## src/rtl/drum_voice_synth_core_defines.svh

```systemverilog
// ----------------------------------------------------------------------------
// drum voice synth assertion macros
// concurrent assertion wrappers, empty when synthesizing
// ----------------------------------------------------------------------------
`ifndef DRUM_VOICE_SYNTH_CORE_DEFINES_SVH
`define DRUM_VOICE_SYNTH_CORE_DEFINES_SVH
`ifndef SYNTHESIS
`define DVS_ASSERT_CLK(label, clk, rst_n, prop) \
  label: assert property (@(posedge clk) disable iff (!rst_n) prop) \
    else $error("drum voice synth assertion failed");
`define DVS_ASSERT(label, prop) `DVS_ASSERT_CLK(label, clk_i, rst_ni, prop)
`else
`define DVS_ASSERT_CLK(label, clk, rst_n, prop)
`define DVS_ASSERT(label, prop)
`endif
`endif

```

## src/rtl/dvs_pkg.sv

```systemverilog
// ----------------------------------------------------------------------------
// dvs_pkg
// shared types, constants and the note decoder of the drum synth
// ----------------------------------------------------------------------------
`default_nettype none
package dvs_pkg;

  localparam int unsigned NUM_VOICES_DEF  = 8;
  localparam int unsigned SAMPLE_RATE_DEF = 48000;
  localparam int unsigned SINE_BITS_DEF   = 10;

  localparam logic [31:0] SEED_RESET = 32'd2463534242;
  localparam logic [23:0] GAIN_FLOOR = 24'd1678;

  // voice classes
  localparam logic [2:0] CLS_BASS  = 3'd0;
  localparam logic [2:0] CLS_SNARE = 3'd1;
  localparam logic [2:0] CLS_HAT   = 3'd2;
  localparam logic [2:0] CLS_N300  = 3'd3;
  localparam logic [2:0] CLS_N800  = 3'd4;
  localparam logic [2:0] CLS_RIDE  = 3'd5;
  localparam logic [2:0] CLS_N100  = 3'd6;

  localparam logic CMD_NOTE_ON = 1'b0;
  localparam logic CMD_TICK    = 1'b1;

  // decay time per class in ms
  localparam logic [63:0] MS_OF [8] = '{64'd150, 64'd100, 64'd50, 64'd300,
                                        64'd800, 64'd400, 64'd100, 64'd100};

  typedef enum logic [2:0] {
    ST_IDLE, ST_NOTE, ST_READ, ST_MIX, ST_MULT, ST_ACC, ST_EMIT
  } ctrl_state_e;

  typedef struct packed {
    logic latch;     // capture the input request
    logic alloc;     // start a voice in the first free slot
    logic read;      // fetch slot state, noise and sine
    logic mix;       // form the weighted signal
    logic mult;      // gain and decay products
    logic acc;       // accumulate and write back
    logic next_slot; // advance the slot counter
    logic emit;      // load the output register
  } dvs_cmd_t;

  typedef struct packed {
    logic is_tick;
    logic slot_active;
    logic last_slot;
    logic out_free;
  } dvs_status_t;

  function automatic logic [2:0] class_of(logic [6:0] note);
    logic [2:0] c;
    case (note) inside
      7'd35, 7'd36: c = CLS_BASS;
      7'd38, 7'd40: c = CLS_SNARE;
      7'd42:        c = CLS_HAT;
      7'd46:        c = CLS_N300;
      7'd49, 7'd57: c = CLS_N800;
      7'd51:        c = CLS_RIDE;
      default:      c = CLS_N100;
    endcase
    return c;
  endfunction

endpackage
`default_nettype wire

```

## src/rtl/dvs_ctrl.sv

```systemverilog
// ----------------------------------------------------------------------------
// dvs_ctrl
// sequencer stepping each tick through the voice slots and each note_on through slot allocation
// ----------------------------------------------------------------------------
`default_nettype none
module dvs_ctrl
  import dvs_pkg::*;
(
  input  wire logic        clk_i,
  input  wire logic        rst_ni,
  input  wire logic        in_valid_i,
  input  wire logic        in_command_i,
  output logic             in_ready_o,
  input  wire dvs_status_t status_i,
  output dvs_cmd_t         cmd_o
);

  ctrl_state_e state_q, state_d;

  always_ff @(posedge clk_i or negedge rst_ni) begin
    if (!rst_ni) begin
      state_q <= ST_IDLE;
    end else begin
      state_q <= state_d;
    end
  end

  always_comb begin
    state_d    = state_q;
    cmd_o      = '0;
    in_ready_o = 1'b0;
    case (state_q)
      ST_IDLE: begin
        in_ready_o = 1'b1;
        if (in_valid_i) begin
          cmd_o.latch = 1'b1;
          state_d = (in_command_i == CMD_TICK) ? ST_READ : ST_NOTE;
        end
      end
      ST_NOTE: begin
        cmd_o.alloc = 1'b1;
        state_d = ST_IDLE;
      end
      ST_READ: begin
        if (status_i.slot_active) begin
          cmd_o.read = 1'b1;
          state_d = ST_MIX;
        end else if (status_i.last_slot) begin
          state_d = ST_EMIT;
        end else begin
          cmd_o.next_slot = 1'b1;
        end
      end
      ST_MIX: begin
        cmd_o.mix = 1'b1;
        state_d = ST_MULT;
      end
      ST_MULT: begin
        cmd_o.mult = 1'b1;
        state_d = ST_ACC;
      end
      ST_ACC: begin
        cmd_o.acc = 1'b1;
        if (status_i.last_slot) begin
          state_d = ST_EMIT;
        end else begin
          cmd_o.next_slot = 1'b1;
          state_d = ST_READ;
        end
      end
      ST_EMIT: begin
        if (status_i.out_free) begin
          cmd_o.emit = 1'b1;
          state_d = ST_IDLE;
        end
      end
      default: state_d = ST_IDLE;
    endcase
  end

endmodule
`default_nettype wire

```

## config.mk

```make
export PLATFORM = sky130hd
export DESIGN_NAME = dvs_ctrl
export DESIGN_NICKNAME = d
export VERILOG_FILES = /design/src/rtl/drum_voice_synth_core_defines.svh /design/src/rtl/dvs_pkg.sv /design/src/rtl/dvs_ctrl.sv
export SDC_FILE = /design/constraint.sdc
export NUM_CORES = 1
export LEC_CHECK = 0
export BUFFER_PORTS_ARGS = -buffer_cell sky130_fd_sc_hd__buf_2
export CORE_AREA = 2 2 39 41
export CTS_CLUSTER_DIAMETER = 60
export DETAILED_ROUTE_END_ITERATION = 12
export DIE_AREA = 0 0 41 43
export GPL_ROUTABILITY_DRIVEN = 0
export PLACE_DENSITY = 0.42
export SLEW_MARGIN = 15
export SYNTH_ARGS = -nofsm -noshare
export SYNTH_HDL_FRONTEND = slang
export SYNTH_SLANG_ARGS = --single-unit
```

## constraint.sdc

```tcl
create_clock -name clk_i -period 1.3 [get_ports clk_i]
set_input_delay 0.26 -clock clk_i [delete_from_list [all_inputs] [get_ports clk_i]]
set_output_delay 0.26 -clock clk_i [all_outputs]
set_load 0.05 [all_outputs]
```

==> out/results.txt, run 1 <==
The run finished, with violations left. The checks that failed: negative setup slack. Measured against its own limit, the worst slew margin works out to 82.12%. Synthesis produced a netlist with a net count of 40. The tools report the number of nets in the finished design as 69.

The logs give 1.585 mW for the power consumption and 2 for the number of buffers between clock root and the deepest sink. The first detailed-routing pass took 2 iterations. The clock reaches the later pin of the worst-skew pair after 0.23 ns. The post-synthesis sequential area ratio came out at 30.93%. The tree is rooted in a clkbuf_4. Combinational group share of total power: 78.7%. After clock tree synthesis, the clock-pin slew on the worst setup and hold paths is 0.04 ns. The number of DRC violations after detailed routing came out at 0. The path class of the lowest-slack min-delay path was input port to asynchronous set/reset pin. Detailed placement finished with a half-perimeter wire length of 531.6 um.

The detail route stage leaves a number of antenna-violating nets equal to 0. The worst setup margin came out at -0.3918 ns. The post-detailed-route wirelength per cell is 10.17 um, and the share of power burned in registers is 10.9%.

Measured along the y axis, the die boundary spans 43 um. Detailed routing inserted a total of 329 vias. The final wirelength came out at 773 um.

Measured against the total synthesized area, the mux share comes to 0%. The count of warnings emitted by yosys is 0, and the worst IR drop on VDD is 1.150 mV. The run gives 9 as the number of setup violations in the final report.

For this design the static power due to leakage is 0.2680 nW. The cell area after synthesis was 242.7 sq um; the share of final-layout standard cells stronger than drive strength 1 was 68.33%. The initial antenna violation count was 0.

The run gives 1.43 ns as the worst endpoint data arrival time. Of the total power, the share spent switching nets is 47.55%. The die covers 1763 sq um. The synthesized design devotes to its leading area cell type 30.93% of total area.

The register with the most flip-flops in the layout has 3 of them. For the pin count of the biggest net entering global routing, the log shows 12. Setup repair after global routing could not meet its margin everywhere.

In the post-synthesis netlist, the biggest area contributors are dfrtp_1, a21oi_1, o21ai_0. The largest total area in the synthesized netlist belongs to dfrtp_1. Leaving out fill and tap cells, the most frequent cell in the layout is buf_4.

TritonCTS built the clock tree. The count of endpoints failing hold in the final timing report was 0; the smallest hold slack was 0.3536 ns. Global routing consumed, over all layers together, 10.97% of the routing resources. Synthesis produced a netlist whose cell count is 32. The worst setup path is captured at an output port.

The run gives 10.5% as the portion of total power attributed to the clock network. Ranked by flip-flop count, first place goes to state_q. The count of boundary I/O pins was 17; the worst reg-to-reg path cell count was 5. The logs give 0 for the number of pins exceeding their max-slew limit in the final report and 3 for the number of buffers created by CTS. Power spread over the standard cell area amounts to 2644 nW/um^2.

Once layout is done, the placed cells without fillers occupy 599.3 sq um. Across the run, the number of max-cap violations was 0. The slew of the pin with the lowest slew margin works out to 0.2674 ns. The xor and xnor area share after synthesis came out at 0%. The synthesized netlist devotes 23.20% of its cell area to compound gates. The area growth from synthesis to layout is 146.9%.

The startpoint identified for the worst register-to-register timing path is state_q[0]. The filler cell count was 138; the floorplan row count was 14. The tools report the number of global-route vias before repair as 314. For this design the total switching power over the nets is 0.7537 mW. On the final layout, the worst clock skew is 0.0007600 ns. Timing startpoint of the critical path: state_q[0]. The worst setup path is launched from a register. Summing the areas of all fa, ha and maj instances in the mapped netlist gives 0% of the synthesized area. In the layout the commonest cells are buf_4, buf_6, buf_2, buf_8, o21ai_0. The total overflow left after global routing is 0. Of the total synthesized cell area, the portion taken by AND, OR, NAND and NOR gates is 34.54%. The largest driver fanout on the critical path works out to 2. The placed instances occupy a cell area of 446.7 sq um. For the area inside the core boundary, the log shows 1384 sq um. The first global-routing pass estimated 1255 um of wire.

The combinational family with the most area after synthesis is simple AND/OR/NAND/NOR gates. 0 antenna diodes ended up in the layout. The total negative slack for setup checks was -2.029 ns; the average cell area after synthesis was 7.585 sq um.

The logs give 1.04 ns for the critical path data required time and 0.5911 GHz for the maximum frequency from static timing analysis. The maximum level of the CTS H-tree is 1. After layout, the worst path uses 130.1% of the clock period. Dividing the detail-routed via count by the number of cells gives 4.329. The internal power of the cells totals 0.8312 mW. After layout, the minimum clock period comes to 1.692 ns. The starting DRC count in detailed routing was 1. The largest registers in the layout are state_q: 3 flops.

From left edge to right edge, the die measures 41 um. The tree built by TritonCTS fans out to 3 sinks. The netlist uses 18 different library cells. Input and output buffers added on the ports amount to 15. The worst setup path is of the register to output port kind.

For this configuration, the core starts out at a cell density of 17.54%. The synthesis-stage register bit count works out to 3.
==> worst max-delay path: stages, from the launching register on <==
cell and delay (ns):
dfrtp_1 0.37, or4b_4 0.53, a21oi_4 0.13, buf_6 0.17
==> path summary, 6_finish.rpt <==
| path | endpoint | slack [ns] |
|---|---|---|
| max | cmd_o[1] | -0.39 |
| min | state_q[2] | 0.35 |
| max reg2reg | state_q[1] | 0.06 |
| min reg2reg | state_q[0] | 0.67 |
| max in group asynchronous | state_q[0] | 0.84 |
| min in group clk_i | state_q[0] | 0.36 |
==> power groups by stage <==
stage / registers, mW / clock network, mW / logic, mW
after global placement: 0.169 / 0 / 0.975
final: 0.172 / 0.166 / 1.25
after floorplan: 0.196 / 0 / 0.748
after detailed placement: 0.166 / 0 / 0.971
after CTS: 0.170 / 0.175 / 1.20
after global routing: 0.178 / 0.181 / 1.33
==> per-stage QoR <==
step | setup slack (ns) | cells | util [%]
2_1_floorplan | -0.2277 | 32 | -
3_3_place_gp | -0.2618 | 68 | 32.28
3_5_place_dp | -0.2645 | 68 | 32.28
4_1_cts | -0.4028 | 75 | 42.31
5_1_grt | -0.4365 | 76 | 43.31
6_report | -0.3918 | 76 | 43.31
==> area by class of cell <==
class	count	area, sq um	area share [%]
flip-flops and latches	3	75.07	12.53
well taps	16	20.02	3.340
clock buffers	4	26.28	4.384
multi-input cells	22	201.4	33.61
inverters	4	22.52	3.758
repair buffers	27	254.0	42.38
==> repair_timing <==
action,in CTS,in global routing
pin swaps,2,1
endpoints found under the hold margin,3,0
hold buffers,1,0
setup endpoints to repair,9,10
gates cloned,0,0
gates resized for setup,26,2
buffers inserted,2,1
==> metal layers <==
layer	wire, um	global-route usage, %	vias to the layer above	part of all wire (%)
met2	388	14.06	9	50
met5	0	0	-	0
met3	26	1.571	2	3.4
li1	-	-	166	-
met1	348	14.89	152	45
met4	10	10.00	0	1.3
==> cell usage after synthesis <==
master     n
a21oi_1    4
a2bb2oi_1  1
and2_1     1
and3b_1    1
and4b_1    1
buf_2      1
clkbuf_1   2
dfrtp_1    3
inv_1      4
nand3_1    1
nand3b_1   1
nor2_1     1
nor2b_1    2
nor3_1     1
nor3b_1    2
o21ai_0    4
o31ai_1    1
or4b_1     1
==> logic make-up after synthesis <==
group	after synthesis
buffers and inverters	7
flip-flops	3
AO/OA/AOI/OAI	10
AND/OR/NAND/NOR	12
Power figures use the tool's default switching activity.
==> run 2, diff against run 1 <==
--- a/config.mk
+++ b/config.mk
@@ -6,12 +6,15 @@
 export NUM_CORES = 1
 export LEC_CHECK = 0
 export BUFFER_PORTS_ARGS = -buffer_cell sky130_fd_sc_hd__buf_2
+export CELL_PAD_IN_SITES_DETAIL_PLACEMENT = 1
+export CELL_PAD_IN_SITES_GLOBAL_PLACEMENT = 1
 export CORE_AREA = 2 2 39 41
 export CTS_CLUSTER_DIAMETER = 60
 export DETAILED_ROUTE_END_ITERATION = 12
 export DIE_AREA = 0 0 41 43
 export GPL_ROUTABILITY_DRIVEN = 0
-export PLACE_DENSITY = 0.42
+export PLACE_DENSITY = 0.58
+export SKIP_LAST_GASP = 1
 export SLEW_MARGIN = 15
 export SYNTH_ARGS = -nofsm -noshare
 export SYNTH_HDL_FRONTEND = slang
==> constraint.sdc (replaced) <==
create_clock -name clk_i -period 1.3 [get_ports clk_i]
set_input_delay 0.195 -clock clk_i [delete_from_list [all_inputs] [get_ports clk_i]]
set_output_delay 0.195 -clock clk_i [all_outputs]
set_load 0.05 [all_outputs]
==> run 2 against run 1 <==
- the run still ends with negative setup slack left
- first-iteration DRC count grew 100%
- die area unchanged
- sequential share of layout area rose by 1.1 points
- power is 6.0% lower
- critical endpoint unchanged
- largest power group unchanged
==> out/results.txt, run 2 (synthesized netlist as in run 1, its figures left out) <==
The flow ran to the end, but the final reports show violations. The checks that failed: negative setup slack. 0 antenna diodes ended up in the layout. The count of buffers from port buffering is 15. After clock tree synthesis, the clock-pin slew on the worst setup and hold paths is 0.04 ns. The number of buffers between clock root and the deepest sink is 2. At the pin with the least slew margin, the transition time is 0.2381 ns. CTS saw 3 sinks. Headroom to the max-slew limit came out at 83.99%. The path class of the lowest-slack min-delay path is input port to asynchronous set/reset pin. The first routing iteration left 2 violations. After detailed placement, the design holds a cell count of 66.

Register ranked first by flip-flop count: state_q. The die covers 1763 sq um. Category of the critical setup timing path: register to output port. The floorplan row count is 14, and the final critical-path required period is 1.621 ns. Of the cells placed in the final design, the portion with a size suffix greater than 1 is 57.89%. The logs give 549.3 sq um for the final cell area excluding filler cells and 0.7639 mW for the cell-internal power. The count of nets left with antenna violations once routing finished came out at 0. Post-detailed-route wirelength per cell: 10.47 um. The largest registers in the layout are state_q: 3 flops. The leakage power was 0.2694 nW; the net load switching power was 0.7261 mW. The routed design has 764 um of wire.

After global routing the overflow that remains totals 0. Walking the worst path, the cells encountered are or4b_4 -> a21oi_4 -> buf_6. Pin placement for this block handled 17 I/O pins.

The share of total power dissipated in sequential elements is 11.1%. The critical path data required time is 1.11 ns, and the overall global routing resource usage is 10.89%. The area inside the core boundary is 1384 sq um, and the switching power share of the total is 48.73%.

The number of nets in the finished design was 66. The run gives 17.54% as the starting density of the core. The worst setup path is launched from a register. The share of the core filled with cells in the final layout was 39.69%. The run gives 0 as the number of DRC violations after detailed routing.

In this run the cell area measured after placement is 422.9 sq um. The area overhead of the layout relative to synthesis is 126.3%, and the ratio of routed vias to standard cells is 4.384. The number of buffers created by CTS is 3, and the source-to-sink clock delay at the later pin of the worst-skew pair is 0.23 ns. Of the available clock period, the critical path in the final layout requires 124.7%.

The top cell types in the final layout, fill and taps aside, are buf_6, buf_2, inv_1, o21ai_0, buf_4. TritonCTS built the clock tree. The initial antenna violation count came out at 0. The worst endpoint data arrival time was 1.43 ns; the number of global-route vias before repair was 286.

The slowest stage of the critical path is the or4b_4 cell. The count of non-filler cells in the finished layout is 73. The detailed placer's ending HPWL is 558.4 um.

The number of pins exceeding their max-slew limit in the final report is 0. CTS placed an instance of clkbuf_4 at the clock tree root. The combinational group share of total power was 78.0%; the number of max-cap violations was 0. The count of endpoints failing hold in the final timing report came out at 0.

Setup repair after global routing could not meet its margin everywhere. In this run the horizontal extent of the chip is 41 um. Static timing analysis puts the maximum clock frequency at 0.6171 GHz.

The final route contains 320 vias. For the first-pass GRT wire length, the log shows 1166 um. Largest driver fanout on the critical path: 2. Height of the die: 43 um. In the final timing run, aggregate negative setup slack is -1.202 ns. The number of flip-flops in the largest register works out to 3. For the worst IR drop on VDD, the log shows 0.8470 mV. The first detailed-routing pass ran for 2 iterations. The portion of total power attributed to the clock network came out at 10.9%.

Between clock sinks in the finished design, the worst skew comes to 0.001064 ns. Setup violations remaining at the end of the flow were counted as 9. Power spread over the standard cell area amounts to 2713 nW/um^2. Entering global routing, the biggest net connects 12 pins. In this design, the stage delay of the slowest critical-path cell is 0.53 ns. The run gives 1 as the maximum level of the CTS H-tree. The element type at the critical path end is an output port. The run gives -0.3205 ns as the worst setup margin.

The most common cell after layout, fill and taps aside was buf_6.
==> run 2: cell count changes in the layout (fill, tap and decap cells not counted), sizes merged <==
cell	change
buf	-3
clkinvlp	-2
inv	+2
==> run 2: worst max-delay path, delay by kind of cell, from the launching register on <==
family / cells / cell delay (ns)
AOI/OAI and AO/OA: 1 / 0.13
and+or+nand+nor: 1 / 0.53
DFF: 1 / 0.37
buffers and inverters: 1 / 0.17
==> run 2: power groups by stage <==
stage | logic, mW | registers [mW] | clock network [mW]
after floorplan | 0.702 | 0.190 | 0
after global placement | 0.948 | 0.159 | 0
after detailed placement | 0.959 | 0.161 | 0
after CTS | 1.16 | 0.166 | 0.175
after global routing | 1.24 | 0.175 | 0.186
final | 1.16 | 0.165 | 0.163
==> run 2: routing by layer <==
| layer | track usage (%) | share of wire, % | up-vias |
|---|---|---|---|
| met2 | 15.00 | 53 | 9 |
| met5 | 0 | 0 | - |
| met1 | 11.73 | 41 | 147 |
| met4 | 12.00 | 3.3 | 0 |
| met3 | 3.141 | 3.1 | 4 |
| li1 | - | - | 160 |
==> run 2: final timing paths <==
path | startpoint | end | slack (ns) | cells after the start
setup / recovery | state_q[0] | cmd_o[1] | -0.32 | 3
hold / removal | rst_ni | state_q[1] | 0.29 | 2
setup reg to reg | state_q[1] | state_q[1] | 0.15 | 5
hold reg to reg | state_q[2] | state_q[2] | 0.68 | 2
max in group asynchronous | rst_ni | state_q[2] | 0.91 | 2
min in group clk_i | in_command_i | state_q[0] | 0.33 | 4
==> run 2: final cells by class <==
class / count / area [sq um]
clock buffers: 4 / 26.28
flip-flops and latches: 3 / 75.07
well taps: 16 / 20.02
repair buffers: 24 / 220.2
fillers: 162 / 834.6
inverters: 4 / 15.01
multi-input cells: 22 / 192.7
==> run 2: repair_timing <==
item,4_1_cts,5_1_grt
pin swaps,2,2
hold endpoints to repair,3,0
hold buffers,1,0
resized for setup,23,0
endpoints found under the setup margin,9,9
setup buffers,1,1
==> run 2: stage by stage <==
stage | total power [mW] | hold WS, ns | setup WS [ns]
final | 1.490 | 0.2888 | -0.3205
after global routing | 1.600 | 0.2670 | -0.3698
after CTS | 1.503 | 0.2693 | -0.3374
after detailed placement | 1.120 | -0.008050 | -0.1658
after global placement | 1.108 | -0.009059 | -0.1583
after floorplan | 0.8927 | -0.1006 | -0.1627
